File: config.mk
export PLATFORM = sky130hd
export DESIGN_NAME = gbn_cell
export DESIGN_NICKNAME = d
export VERILOG_FILES = /design/src/rtl/gbn_pkg.sv /design/src/rtl/gbn_cell.sv
export SDC_FILE = /design/constraint.sdc
export NUM_CORES = 1
export LEC_CHECK = 0
export ABC_AREA = 1
export ABC_CLOCK_PERIOD_IN_PS = 7200
export BUFFER_PORTS_ARGS = -buffer_cell sky130_fd_sc_hd__buf_2
export CORE_AREA = 2 2 103 105
export DETAILED_ROUTE_END_ITERATION = 6
export DIE_AREA = 0 0 105 107
export PLACE_DENSITY_LB_ADDON = 0.25
export SYNTH_ARGS = -nofsm -noshare
export SYNTH_HDL_FRONTEND = slang
export SYNTH_SLANG_ARGS = --single-unit
File: constraint.sdc
create_clock -name clk -period 7.2 [get_ports clk]
set_clock_uncertainty 0.15 [all_clocks]
set_input_delay 0 -clock clk [delete_from_list [all_inputs] [get_ports clk]]
set_output_delay 0 -clock clk [all_outputs]
set_load 0.01 [all_outputs]
File: src/rtl/gbn_pkg.sv
`default_nettype none

package gbn_pkg;

    // Build defaults for the top-level parameters.
    localparam int GBN_MAX_BOXES  = 64;
    localparam int GBN_COORD_BITS = 16;

    // Fixed field widths.
    localparam int SCORE_W      = 16;
    localparam int CLASS_W      = 8;
    localparam int KEPT_IDX_W   = 6;
    localparam int MAXDET_W     = 7;
    localparam int RESULT_LIMIT = 64;

    // Configuration port.
    localparam int APB_ADDR_W = 4;
    localparam int APB_DATA_W = 32;

    localparam logic [SCORE_W-1:0]  CONF_RESET    = 16'd16384;
    localparam logic [SCORE_W-1:0]  OVERLAP_RESET = 16'd29491;
    localparam logic [MAXDET_W-1:0] MAXDET_RESET  = 7'd64;

    // Register index, taken from paddr[3:2].
    typedef enum logic [1:0] {
        REG_CONF    = 2'd0,
        REG_OVERLAP = 2'd1,
        REG_MAXDET  = 2'd2
    } reg_idx_t;

    // One candidate detection.
    typedef struct packed {
        logic [15:0]        center_x;
        logic [15:0]        center_y;
        logic [15:0]        box_width;
        logic [15:0]        box_height;
        logic [SCORE_W-1:0] score;
        logic [CLASS_W-1:0] box_class;
        logic               last_box;
    } box_req_t;

    // One kept detection.
    typedef struct packed {
        logic [KEPT_IDX_W-1:0] kept_index;
        logic [CLASS_W-1:0]    kept_class;
        logic                  none_kept;
        logic                  last_result;
    } result_t;

    // Commands broadcast to every cell of the sorted chain.
    typedef struct packed {
        logic insert;
        logic shift;
        logic clear;
    } chain_ctrl_t;

endpackage

`default_nettype wire

File: src/rtl/gbn_cell.sv
`default_nettype none

module gbn_cell
    import gbn_pkg::*;
#(
    parameter int ENT_W = 64
)
(
    input  wire logic              clk,
    input  wire logic              rst_n,
    input  wire chain_ctrl_t       ctrl,
    input  wire logic [ENT_W-1:0]  new_ent,
    input  wire logic [ENT_W-1:0]  left_ent,
    input  wire logic              left_valid,
    input  wire logic              left_go,
    input  wire logic [ENT_W-1:0]  right_ent,
    input  wire logic              right_valid,
    output logic [ENT_W-1:0]       ent,
    output logic                   valid,
    output logic                   go
);

    logic [ENT_W-1:0] ent_reg;
    logic             valid_reg;

    // A new entry belongs at or before this cell when it outscores the
    // held one; ties stay behind so arrival order is kept.
    assign go = !valid_reg ||
                (new_ent[ENT_W-1 -: SCORE_W] > ent_reg[ENT_W-1 -: SCORE_W]);

    // Occupancy.
    always_ff @(posedge clk or negedge rst_n)
    begin
        if (!rst_n)
        begin
            valid_reg <= 1'b0;
        end
        else if (ctrl.clear)
        begin
            valid_reg <= 1'b0;
        end
        else if (ctrl.shift)
        begin
            valid_reg <= right_valid;
        end
        else if (ctrl.insert && go)
        begin
            valid_reg <= left_go ? left_valid : 1'b1;
        end
    end

    // Entry contents: take the right neighbor when draining; on an insertion,
    // take the left neighbor to make room, or the new entry itself.
    always_ff @(posedge clk)
    begin
        if (ctrl.shift)
        begin
            ent_reg <= right_ent;
        end
        else if (ctrl.insert && go)
        begin
            ent_reg <= left_go ? left_ent : new_ent;
        end
    end

    assign ent   = ent_reg;
    assign valid = valid_reg;

endmodule

`default_nettype wire

==> results.yml <==
logic_synthesis:
  synth-seq-cells: 65
  yosysWarnings: 0
  ys_top_cells_by_area: "edfxtp_1 (52%), a21oi_1 (18%), nand2_1 (8.7%)"
  synth_top_area_share_pct: 51.9
  synth_top_area_cell: "edfxtp_1"
  avgSynthCellArea_um2: 8.56
  ys_seq_area_share_pct: 52.5
  syn_inst: 433
  synth_cell_types: 19
  syn_nets: 649
  synth_area_um2: 3700
setup_path:
  end_kind: "flop"
  crit_path_max_fanout: 65
  cp.arrival_ns: 3.60
  critical_path_class: "in2reg"
  cp-start-kind: "input pin"
  cp.required_ns: 7.26
drt:
  num_vias: 4672
  drt_iter0_markers: 302
  drtAntennaViolNets: 0
  avgViaCountPerCell: 4.88
  drt-total-wl_um: 13600
  drtPass1Iterations: 5
  drc: 0
  wl_per_cell_um: 14.2
clock_tree:
  cts_sinks: 65
  clockRootBuffer: "clkbuf_8"
  h-tree-depth: 3
  cts_tree: "built"
  numCtsBuffers: 9
  clk_latency_ns: 0.33
  cts_buffer_depth: 2
  cts_resized: 0
  clk_pin_slew_ns: 0.06
power:
  p_int_uw: 749
  p_per_area_nw_per_um2: 158
  p_seq_share_pct: 45.5
  power.total_mw: 1.04
  switchingPower_uw: 293
  vdd_ir_drop_max_mv: 0.102
  swShare_pct: 28.1
  clock_power_share_pct: 24.2
  leakage_nw: 3.13
  power.share.combinational_pct: 30.3
placement:
  place_congestion: 0.819
  dpl.hpwl_um: 8650
  numPortBuffers: 265
grt:
  first_global_vias: 4731
  antenna_found_initial: 0
  grt_usage_pct: 23.7
  grt_pass1_wl_um: 21400
  grt-ovfl-total: 0
  grt_max_degree: 68
sta:
  setup_viol: 0
  period_share_pct: 49.2
  fmax_mhz: 282
  maxSlewHeadroom_pct: 25.5
  timing.final.max_slew_violations: 0
  hold_viol: 0
  timing.setup.tns_ns: 0
  worst_pin_slew_ns: 1.12
  fin_crit_ns: 3.54
  grt_setup_unrepaired: "false"
layout:
  area_delta_synth_final_pct: 77.7
  antennaDiodeCount: 0
  drive_gt1_share_pct: 35.5
  multiInputGateArea_um2: 1540
  final_cell_mix: "buf_2 (265), a21oi_1 (134), dlygate4sd3_1 (134), nand2_1 (85), nor2_1 (69)"
  final_nets: 1035
  largest_reg_flops: 64
  layout_commonest_cell: "buf_2"
  regArea_um2: 1950
  num-fill-cells: 852
min_path:
  hold_class: "in2async"
floorplanning:
  ioPinCount: 266
  start_util_pct: 36.7
  core-area_um2: 10100
  die_y_um: 107
  die_w_um: 105
  rows: 37
  die_area_um2: 11200
run:
  maxCapViolations: 0
run_status:
  status: "complete, no violations"
[power by group through the flow]
stage	sequential, mW	clock (mW)	combinational (mW)
6_report	0.474	0.252	0.316
3_3_place_gp	0.481	0	0.233
2_1_floorplan	0.505	0	0.0972
4_1_cts	0.475	0.259	0.312
3_5_place_dp	0.483	0	0.239
5_1_grt	0.479	0.278	0.346
[cells by family after synthesis]
family	after synthesis	share of synthesized area, %
DFF	65	52.5
and+or+nand+nor	164	17.2
buffers and inverters	50	6.01
adders and majority gates	16	5.40
AOI/OAI and AO/OA	138	18.8
[cells in the mapped netlist]
cell,n
a21o_1,1
ha_1,16
a21oi_1,134
nor2_2,1
a21oi_2,1
nor2_1,69
dfrtp_1,1
edfxtp_1,64
buf_6,1
o21ai_0,2
nand4_1,1
buf_2,22
inv_1,19
nor3_2,1
inv_2,3
nand2_2,3
nand2_1,86
nand3_1,3
clkbuf_1,5
[cell type report]
cell class              instances  area share, %
repair buffers                403           41.0
inverters                      22           1.25
well taps                     136           2.58
flip-flops and latches         65           29.6
multi-input cells             318           23.4
clock inverters                 4          0.342
clock buffers                  10           1.94
[worst max-delay path, cell delays in order]
cell           delay, ns
buf_2               0.08
buf_4               0.56
inv_2               0.64
o21ai_0             0.41
a21oi_2             0.08
dlygate4sd3_1       0.57
nand2_1             0.07
dlygate4sd3_1       0.55
nand2_1             0.04
dlygate4sd3_1       0.54
[final timing paths]
path                       slack (ns)           from  cells past startpoint       to
setup / recovery                 3.66        left_go                     10    valid
hold / removal                   0.39          rst_n                      3    valid
setup reg to reg                 4.27        ent[55]                     13  ent[56]
hold reg to reg                  0.96          valid                      3    valid
max in group asynchronous        6.40          rst_n                      3    valid
min in group clk                 0.41  right_ent[25]                      4  ent[25]
[what timing repair did]
action	CTS	global route
setup buffers	0	0
hold endpoints to repair	66	0
hold buffers	134	0
endpoints found under the setup margin	0	0
[metal layers]
metal  wire length [um]  share of wire (%)  GRT usage (%)  vias to the layer above
met3               1080                7.9           5.78                       42
met2               7210                 53           46.1                      242
met1               4940                 36           23.7                     2138
met4                411                3.0           10.4                        0
met5                  0                  0              0                        -
li1                   -                  -              -                     2250
[metrics by stage]
stage / setup slack (ns) / utilization (%) / area [um^2] / hold slack (ns) / cells
2_1_floorplan: 3.95 / - / 3700 / -0.446 / 433
4_1_cts: 3.76 / 65.2 / 6590 / 0.338 / 958
3_3_place_gp: 4.35 / 50.5 / 5090 / -0.371 / 810
5_1_grt: 3.52 / 65.2 / 6590 / 0.383 / 958
6_report: 3.66 / 65.2 / 6590 / 0.387 / 958
3_5_place_dp: 4.25 / 50.5 / 5090 / -0.372 / 810
Power figures use the tool's default switching activity.
