File: config.mk
export PLATFORM = sky130hd
export DESIGN_NAME = gbn_iou
export DESIGN_NICKNAME = d
export VERILOG_FILES = /design/src/rtl/gbn_pkg.sv /design/src/rtl/gbn_iou.sv
export SDC_FILE = /design/constraint.sdc
export NUM_CORES = 2
export LEC_CHECK = 0
export ABC_AREA = 1
export BUFFER_PORTS_ARGS = -buffer_cell sky130_fd_sc_hd__buf_2
export CAP_MARGIN = 0
export CORE_MARGIN = 1.5
export CORE_UTILIZATION = 40
export DETAILED_ROUTE_END_ITERATION = 10
export PLACE_DENSITY = 0.66
export SYNTH_ARGS = -nofsm -noshare
export SYNTH_HDL_FRONTEND = slang
export SYNTH_SLANG_ARGS = --single-unit
export TNS_END_PERCENT = 5
File: constraint.sdc
create_clock -name clk -period 6.7 [get_ports clk]
set_input_delay 0.335 -clock clk [delete_from_list [all_inputs] [get_ports clk]]
set_output_delay 0.335 -clock clk [all_outputs]
set_load 0.01 [all_outputs]
File: src/rtl/gbn_pkg.sv
`default_nettype none

package gbn_pkg;

    // Build defaults for the top-level parameters.
    localparam int GBN_MAX_BOXES  = 64;
    localparam int GBN_COORD_BITS = 16;

    // Fixed field widths.
    localparam int SCORE_W      = 16;
    localparam int CLASS_W      = 8;
    localparam int KEPT_IDX_W   = 6;
    localparam int MAXDET_W     = 7;
    localparam int RESULT_LIMIT = 64;

    // Configuration port.
    localparam int APB_ADDR_W = 4;
    localparam int APB_DATA_W = 32;

    localparam logic [SCORE_W-1:0]  CONF_RESET    = 16'd16384;
    localparam logic [SCORE_W-1:0]  OVERLAP_RESET = 16'd29491;
    localparam logic [MAXDET_W-1:0] MAXDET_RESET  = 7'd64;

    // Register index, taken from paddr[3:2].
    typedef enum logic [1:0] {
        REG_CONF    = 2'd0,
        REG_OVERLAP = 2'd1,
        REG_MAXDET  = 2'd2
    } reg_idx_t;

    // One candidate detection.
    typedef struct packed {
        logic [15:0]        center_x;
        logic [15:0]        center_y;
        logic [15:0]        box_width;
        logic [15:0]        box_height;
        logic [SCORE_W-1:0] score;
        logic [CLASS_W-1:0] box_class;
        logic               last_box;
    } box_req_t;

    // One kept detection.
    typedef struct packed {
        logic [KEPT_IDX_W-1:0] kept_index;
        logic [CLASS_W-1:0]    kept_class;
        logic                  none_kept;
        logic                  last_result;
    } result_t;

    // Commands broadcast to every cell of the sorted chain.
    typedef struct packed {
        logic insert;
        logic shift;
        logic clear;
    } chain_ctrl_t;

endpackage

`default_nettype wire

File: src/rtl/gbn_iou.sv
`default_nettype none

module gbn_iou
    import gbn_pkg::*;
#(
    parameter int COORD_BITS = GBN_COORD_BITS
)
(
    input  wire logic                              clk,
    input  wire logic signed [COORD_BITS+2:0]      k_x1,
    input  wire logic signed [COORD_BITS+2:0]      k_y1,
    input  wire logic signed [COORD_BITS+2:0]      k_x2,
    input  wire logic signed [COORD_BITS+2:0]      k_y2,
    input  wire logic        [2*COORD_BITS+1:0]    k_area,
    input  wire logic signed [COORD_BITS+2:0]      c_x1,
    input  wire logic signed [COORD_BITS+2:0]      c_y1,
    input  wire logic signed [COORD_BITS+2:0]      c_x2,
    input  wire logic signed [COORD_BITS+2:0]      c_y2,
    input  wire logic        [2*COORD_BITS+1:0]    c_area,
    input  wire logic        [SCORE_W-1:0]         threshold,
    output logic                                   hit
);

    localparam int CW = COORD_BITS + 3;
    localparam int IW = COORD_BITS + 1;
    localparam int AW = 2 * COORD_BITS + 2;

    logic signed [CW-1:0] lx, ly, hx, hy;
    logic        [CW:0]   dx, dy;
    logic        [IW-1:0] iw, ih;

    logic [IW-1:0]    iw1_reg, ih1_reg;
    logic [AW:0]      sum1_reg, sum2_reg;
    logic [AW-1:0]    inter2_reg;
    logic [AW:0]      uni3_reg;
    logic [AW+15:0]   lhs3_reg;
    logic [AW+16:0]   prod;

    // Overlap extent on each axis, clamped at zero.
    always_comb
    begin
        lx = (k_x1 > c_x1) ? k_x1 : c_x1;
        ly = (k_y1 > c_y1) ? k_y1 : c_y1;
        hx = (k_x2 < c_x2) ? k_x2 : c_x2;
        hy = (k_y2 < c_y2) ? k_y2 : c_y2;
        dx = {hx[CW-1], hx} - {lx[CW-1], lx};
        dy = {hy[CW-1], hy} - {ly[CW-1], ly};
        iw = (!dx[CW] && dx != '0) ? dx[IW-1:0] : '0;
        ih = (!dy[CW] && dy != '0) ? dy[IW-1:0] : '0;
    end

    // Stage one: extents and the area sum.
    always_ff @(posedge clk)
    begin
        iw1_reg  <= iw;
        ih1_reg  <= ih;
        sum1_reg <= {1'b0, k_area} + {1'b0, c_area};
    end

    // Stage two: intersection area.
    always_ff @(posedge clk)
    begin
        inter2_reg <= iw1_reg * ih1_reg;
        sum2_reg   <= sum1_reg;
    end

    // Stage three: union and the scaled intersection.
    always_ff @(posedge clk)
    begin
        uni3_reg <= sum2_reg - {1'b0, inter2_reg};
        lhs3_reg <= {inter2_reg, 16'd0};
    end

    // Cross-multiplied test; an empty union never suppresses.
    assign prod = threshold * uni3_reg;
    assign hit  = (uni3_reg != '0) && ({1'b0, lhs3_reg} > prod);

endmodule

`default_nettype wire

==> metrics.log <==
[metrics] total via count after detailed routing: 36200
[metrics] area occupied by registers: 4200 um2
[metrics] data arrival time of the worst path: 7.52 ns
[metrics] kind of end point of the critical path: output port
[metrics] slowest stage delay, CP: about 0.56 ns
[metrics] DR WL/cell: about 16 um
[metrics] Post-Synthesis Cells: 5604
[metrics] dominant register cell in the synthesized netlist: sky130_fd_sc_hd__dfxtp_1
[metrics] destination of the worst register-to-register timing path: inter2_reg[31]
[metrics] worst min path class: in -> reg
[metrics] width of the die: 326 um
[metrics] number of nets with antenna violations after routing: 0
[metrics] synthesis-to-finish area growth: 15.5%
[metrics] worst hold path cell count: 2
[metrics] count of TritonRoute iterations in the first routing pass: 6
[metrics] ranking of synthesized cells by area: sky130_fd_sc_hd__fa_1 (33%), sky130_fd_sc_hd__ha_1 (13%), sky130_fd_sc_hd__nand2_1 (13%)
[metrics] setup clock skew after layout: 0.0217 ns
[metrics] pin slew with the least headroom to its limit: 1.10 ns
[metrics] total length of routed wires: between 100000 and 150000 um
[metrics] aggregate global-route resource usage: between 20% and 30%
[metrics] fill cell count: 10300
[metrics] path depth of the worst reg2reg path: 23
[metrics] RSZ-0062 raised after global routing: yes
[metrics] violations in the final reports: negative setup slack
[metrics] highest clock frequency the design can meet: 127 MHz
[metrics] kind of start point of the critical path: flip-flop
[metrics] clock tree from TritonCTS: built
[metrics] Layout Cells excl Fill: 7426
[metrics] Period minus WS final: 7.86 ns
[metrics] largest driver fanout on the critical path: 7
[metrics] total of warnings raised by yosys: 0
[metrics] wire length on met1: roughly 50000 um
[metrics] Clk Tree Root Cell: sky130_fd_sc_hd__clkbuf_16
[metrics] count of flip-flops with a built-in enable after synthesis: 0
[metrics] Slew Limit Headroom: 26.6%
[metrics] count of endpoints failing setup in the final report: 1
[metrics] sequential cell area fraction in the yosys report: ~9.9%
[metrics] placed wire-length estimate: 103000 um
[metrics] vias per std cell: 4.88
[metrics] initial antenna violation count: 6
[metrics] Synth async-reset ratio: 0%
[metrics] total gr overflow: 0
[metrics] number of hold violations in the final report: 0
[metrics] area share of the largest cell type after synthesis: 33.0%
[metrics] Initial Utilization: 40.3%
[metrics] fraction of the cycle the final worst path needs: 117%
[metrics] number of buffers inserted during clock tree synthesis: 25
[metrics] initial drt markers: 2162
[metrics] total number of nets in the final design: 7397
[metrics] Die Height: 326 um
[metrics] Maximum Capacitance Violations: 0
[metrics] via count of the first global-routing pass: 37700
[metrics] worst path required time: 6.36 ns
[metrics] number of H-tree levels: 1
[metrics] Clock transition at path regs: 0.06 ns
[metrics] Syn Std Cell Area: 41700 um2
[metrics] Port Buffer Count: 237
[metrics] multi-input logic area: 31800 um2
[metrics] clk sink count: 207
[metrics] Worst Setup Path Type: reg -> out
[metrics] Crit Reg-Reg Startpoint: iw1_reg[6]
[metrics] Placed Cells incl. Taps: 7379
[metrics] clk_lat worst skew: 0.56 ns
[metrics] setup slack of the most critical reg-to-reg path: a little under 0.6 ns
[metrics] number of buffers between clock root and the deepest sink: 3
[metrics] met3 WL: 6510 um
[metrics] Synth cell types: 44
[metrics] flop and latch count out of synthesis: 207
[metrics] RD Place Congestion: 0.947
[metrics] largest area contributor in the netlist: sky130_fd_sc_hd__fa_1
[metrics] pin count of the biggest net entering global routing: 39
[metrics] cell with the biggest individual delay on the critical path: sky130_fd_sc_hd__fa_2
[metrics] detailed-routed wire length on met2: 55900 um
[metrics] outcome: complete, but fails checks
[metrics] average cell area after synthesis: 7.45 um2
[metrics] fraction of layout instances using a drive strength above 1: approximately an eighth
[metrics] net count of the mapped netlist: around 7000
[metrics] die outline area: 106000 um2
[metrics] slack of the critical path: -1.16 ns
[metrics] max layer used: met5
[metrics] num ports: about 240
[metrics] Endpoint, Worst Hold: sum1_reg[0]
[metrics] cell repeated most along the worst path: sky130_fd_sc_hd__fa_1
[metrics] first-pass GRT wire length: 191000 um
[metrics] core region area: 103000 um2
[metrics] Site Rows: 118
[metrics] number of pins exceeding their max-slew limit in the final report: 0
[metrics] drc violations: 0
[metrics] number of hold-repair buffers added at the cts stage: 0
[metrics] worst hold path startpoint: c_area[0]
## repair_timing
item                                    in CTS  in global routing
setup buffers                                0                  1
pin swaps                                    6                  3
endpoints found under the setup margin       1                  1
gates resized for setup                     71                 15
## Yosys cell counts (38+ instances only)
| master | count |
|---|---|
| sky130_fd_sc_hd__nand3_1 | 101 |
| sky130_fd_sc_hd__o21ai_0 | 197 |
| sky130_fd_sc_hd__dfxtp_1 | 207 |
| sky130_fd_sc_hd__nand2_1 | 1443 |
| sky130_fd_sc_hd__clkbuf_1 | 207 |
| sky130_fd_sc_hd__ha_1 | 445 |
| sky130_fd_sc_hd__inv_1 | 1392 |
| sky130_fd_sc_hd__xnor2_1 | 76 |
| sky130_fd_sc_hd__a21oi_1 | 270 |
| sky130_fd_sc_hd__nand4_1 | 44 |
| sky130_fd_sc_hd__nor2_1 | 238 |
| sky130_fd_sc_hd__fa_1 | 688 |
| sky130_fd_sc_hd__nor3_1 | 38 |
| sky130_fd_sc_hd__xor2_1 | 82 |
## cell families (layout without fill, tap and decap cells)
group                      Yosys count  in the layout  synth area share [%]
AOI/OAI and AO/OA                  590            590                  7.79
xor gates and xnor gates           158            158                  3.31
adders and majority gates         1133           1133                  46.3
buffers and inverters             1612           2053                  14.6
DFF                                207            207                  9.93
other                                0              1                     0
and+or+nand+nor                   1904           1904                  18.1
## worst max-delay path by stage
stage	from	to	slack, ns	cells past startpoint
detailed placement	threshold[1]	hit	-1.16	35
floorplan	threshold[1]	hit	0.002	32
global placement	threshold[3]	hit	-1.21	31
global route	uni3_reg[19]	hit	-1.54	33
CTS	uni3_reg[8]	hit	-1.14	34
finish	uni3_reg[6]	hit	-1.16	32
## cells in the final DEF, fill, tap and decap left out, types with 25 or more instances in the layout
master and instances:
sky130_fd_sc_hd__a21oi_1 250, sky130_fd_sc_hd__dfxtp_1 184, sky130_fd_sc_hd__nand4_1 44, sky130_fd_sc_hd__o21ai_0 193
sky130_fd_sc_hd__buf_2 236, sky130_fd_sc_hd__nand2_1 1440, sky130_fd_sc_hd__clkbuf_16 25, sky130_fd_sc_hd__xnor2_1 76
sky130_fd_sc_hd__fa_1 685, sky130_fd_sc_hd__nor3_1 35, sky130_fd_sc_hd__inv_1 1391, sky130_fd_sc_hd__buf_12 28
sky130_fd_sc_hd__nor2_1 230, sky130_fd_sc_hd__xor2_1 80, sky130_fd_sc_hd__nand3_1 101, sky130_fd_sc_hd__ha_1 436
sky130_fd_sc_hd__buf_4 350
## critical path, delay by kind of cell, from the launching register on
family                   cells  cell delay [ns]
XOR/XNOR                     1             0.17
buffers and inverters        9             0.97
AND/OR/NAND/NOR             10             1.17
adder cells (fa/ha/maj)      8             3.60
AO/OA/AOI/OAI                4             0.66
flip-flops                   1             0.39
## metal layers
layer | global-route usage, % | vias to the layer above
li1 | - | 17600
met1 | 28.9 | 17500
met2 | 38.6 | 966
met3 | 2.77 | 188
met4 | 6.59 | 6
met5 | 0 | -
## metrics by stage
stage               util (%)  setup TNS, ns  hold WS (ns)  setup slack [ns]  area, um2
global placement        45.5          -1.21         0.312             -1.21      47100
detailed placement      45.5          -1.16         0.312             -1.16      47100
floorplan                  -              0         0.310           0.00238      42100
finish                  46.6          -1.16       0.00844             -1.16      48200
CTS                     46.5          -1.14       0.00271             -1.14      48200
global route            46.6          -1.54        0.0104             -1.54      48200
## layout make-up
type / instances / share of cell area, %
well taps: 1380 / 3.58
clock inverters: 15 / 0.379
multi-input cells: 3785 / 66.0
clock buffers: 30 / 1.42
repair buffers: 616 / 9.11
flip-flops and latches: 207 / 8.70
diodes: 1 / 0.00519
inverters: 1392 / 10.8
Power is left out: the tool's default activity adds up to more than one toggle a clock period on the data nets, which glitch-free logic cannot reach.
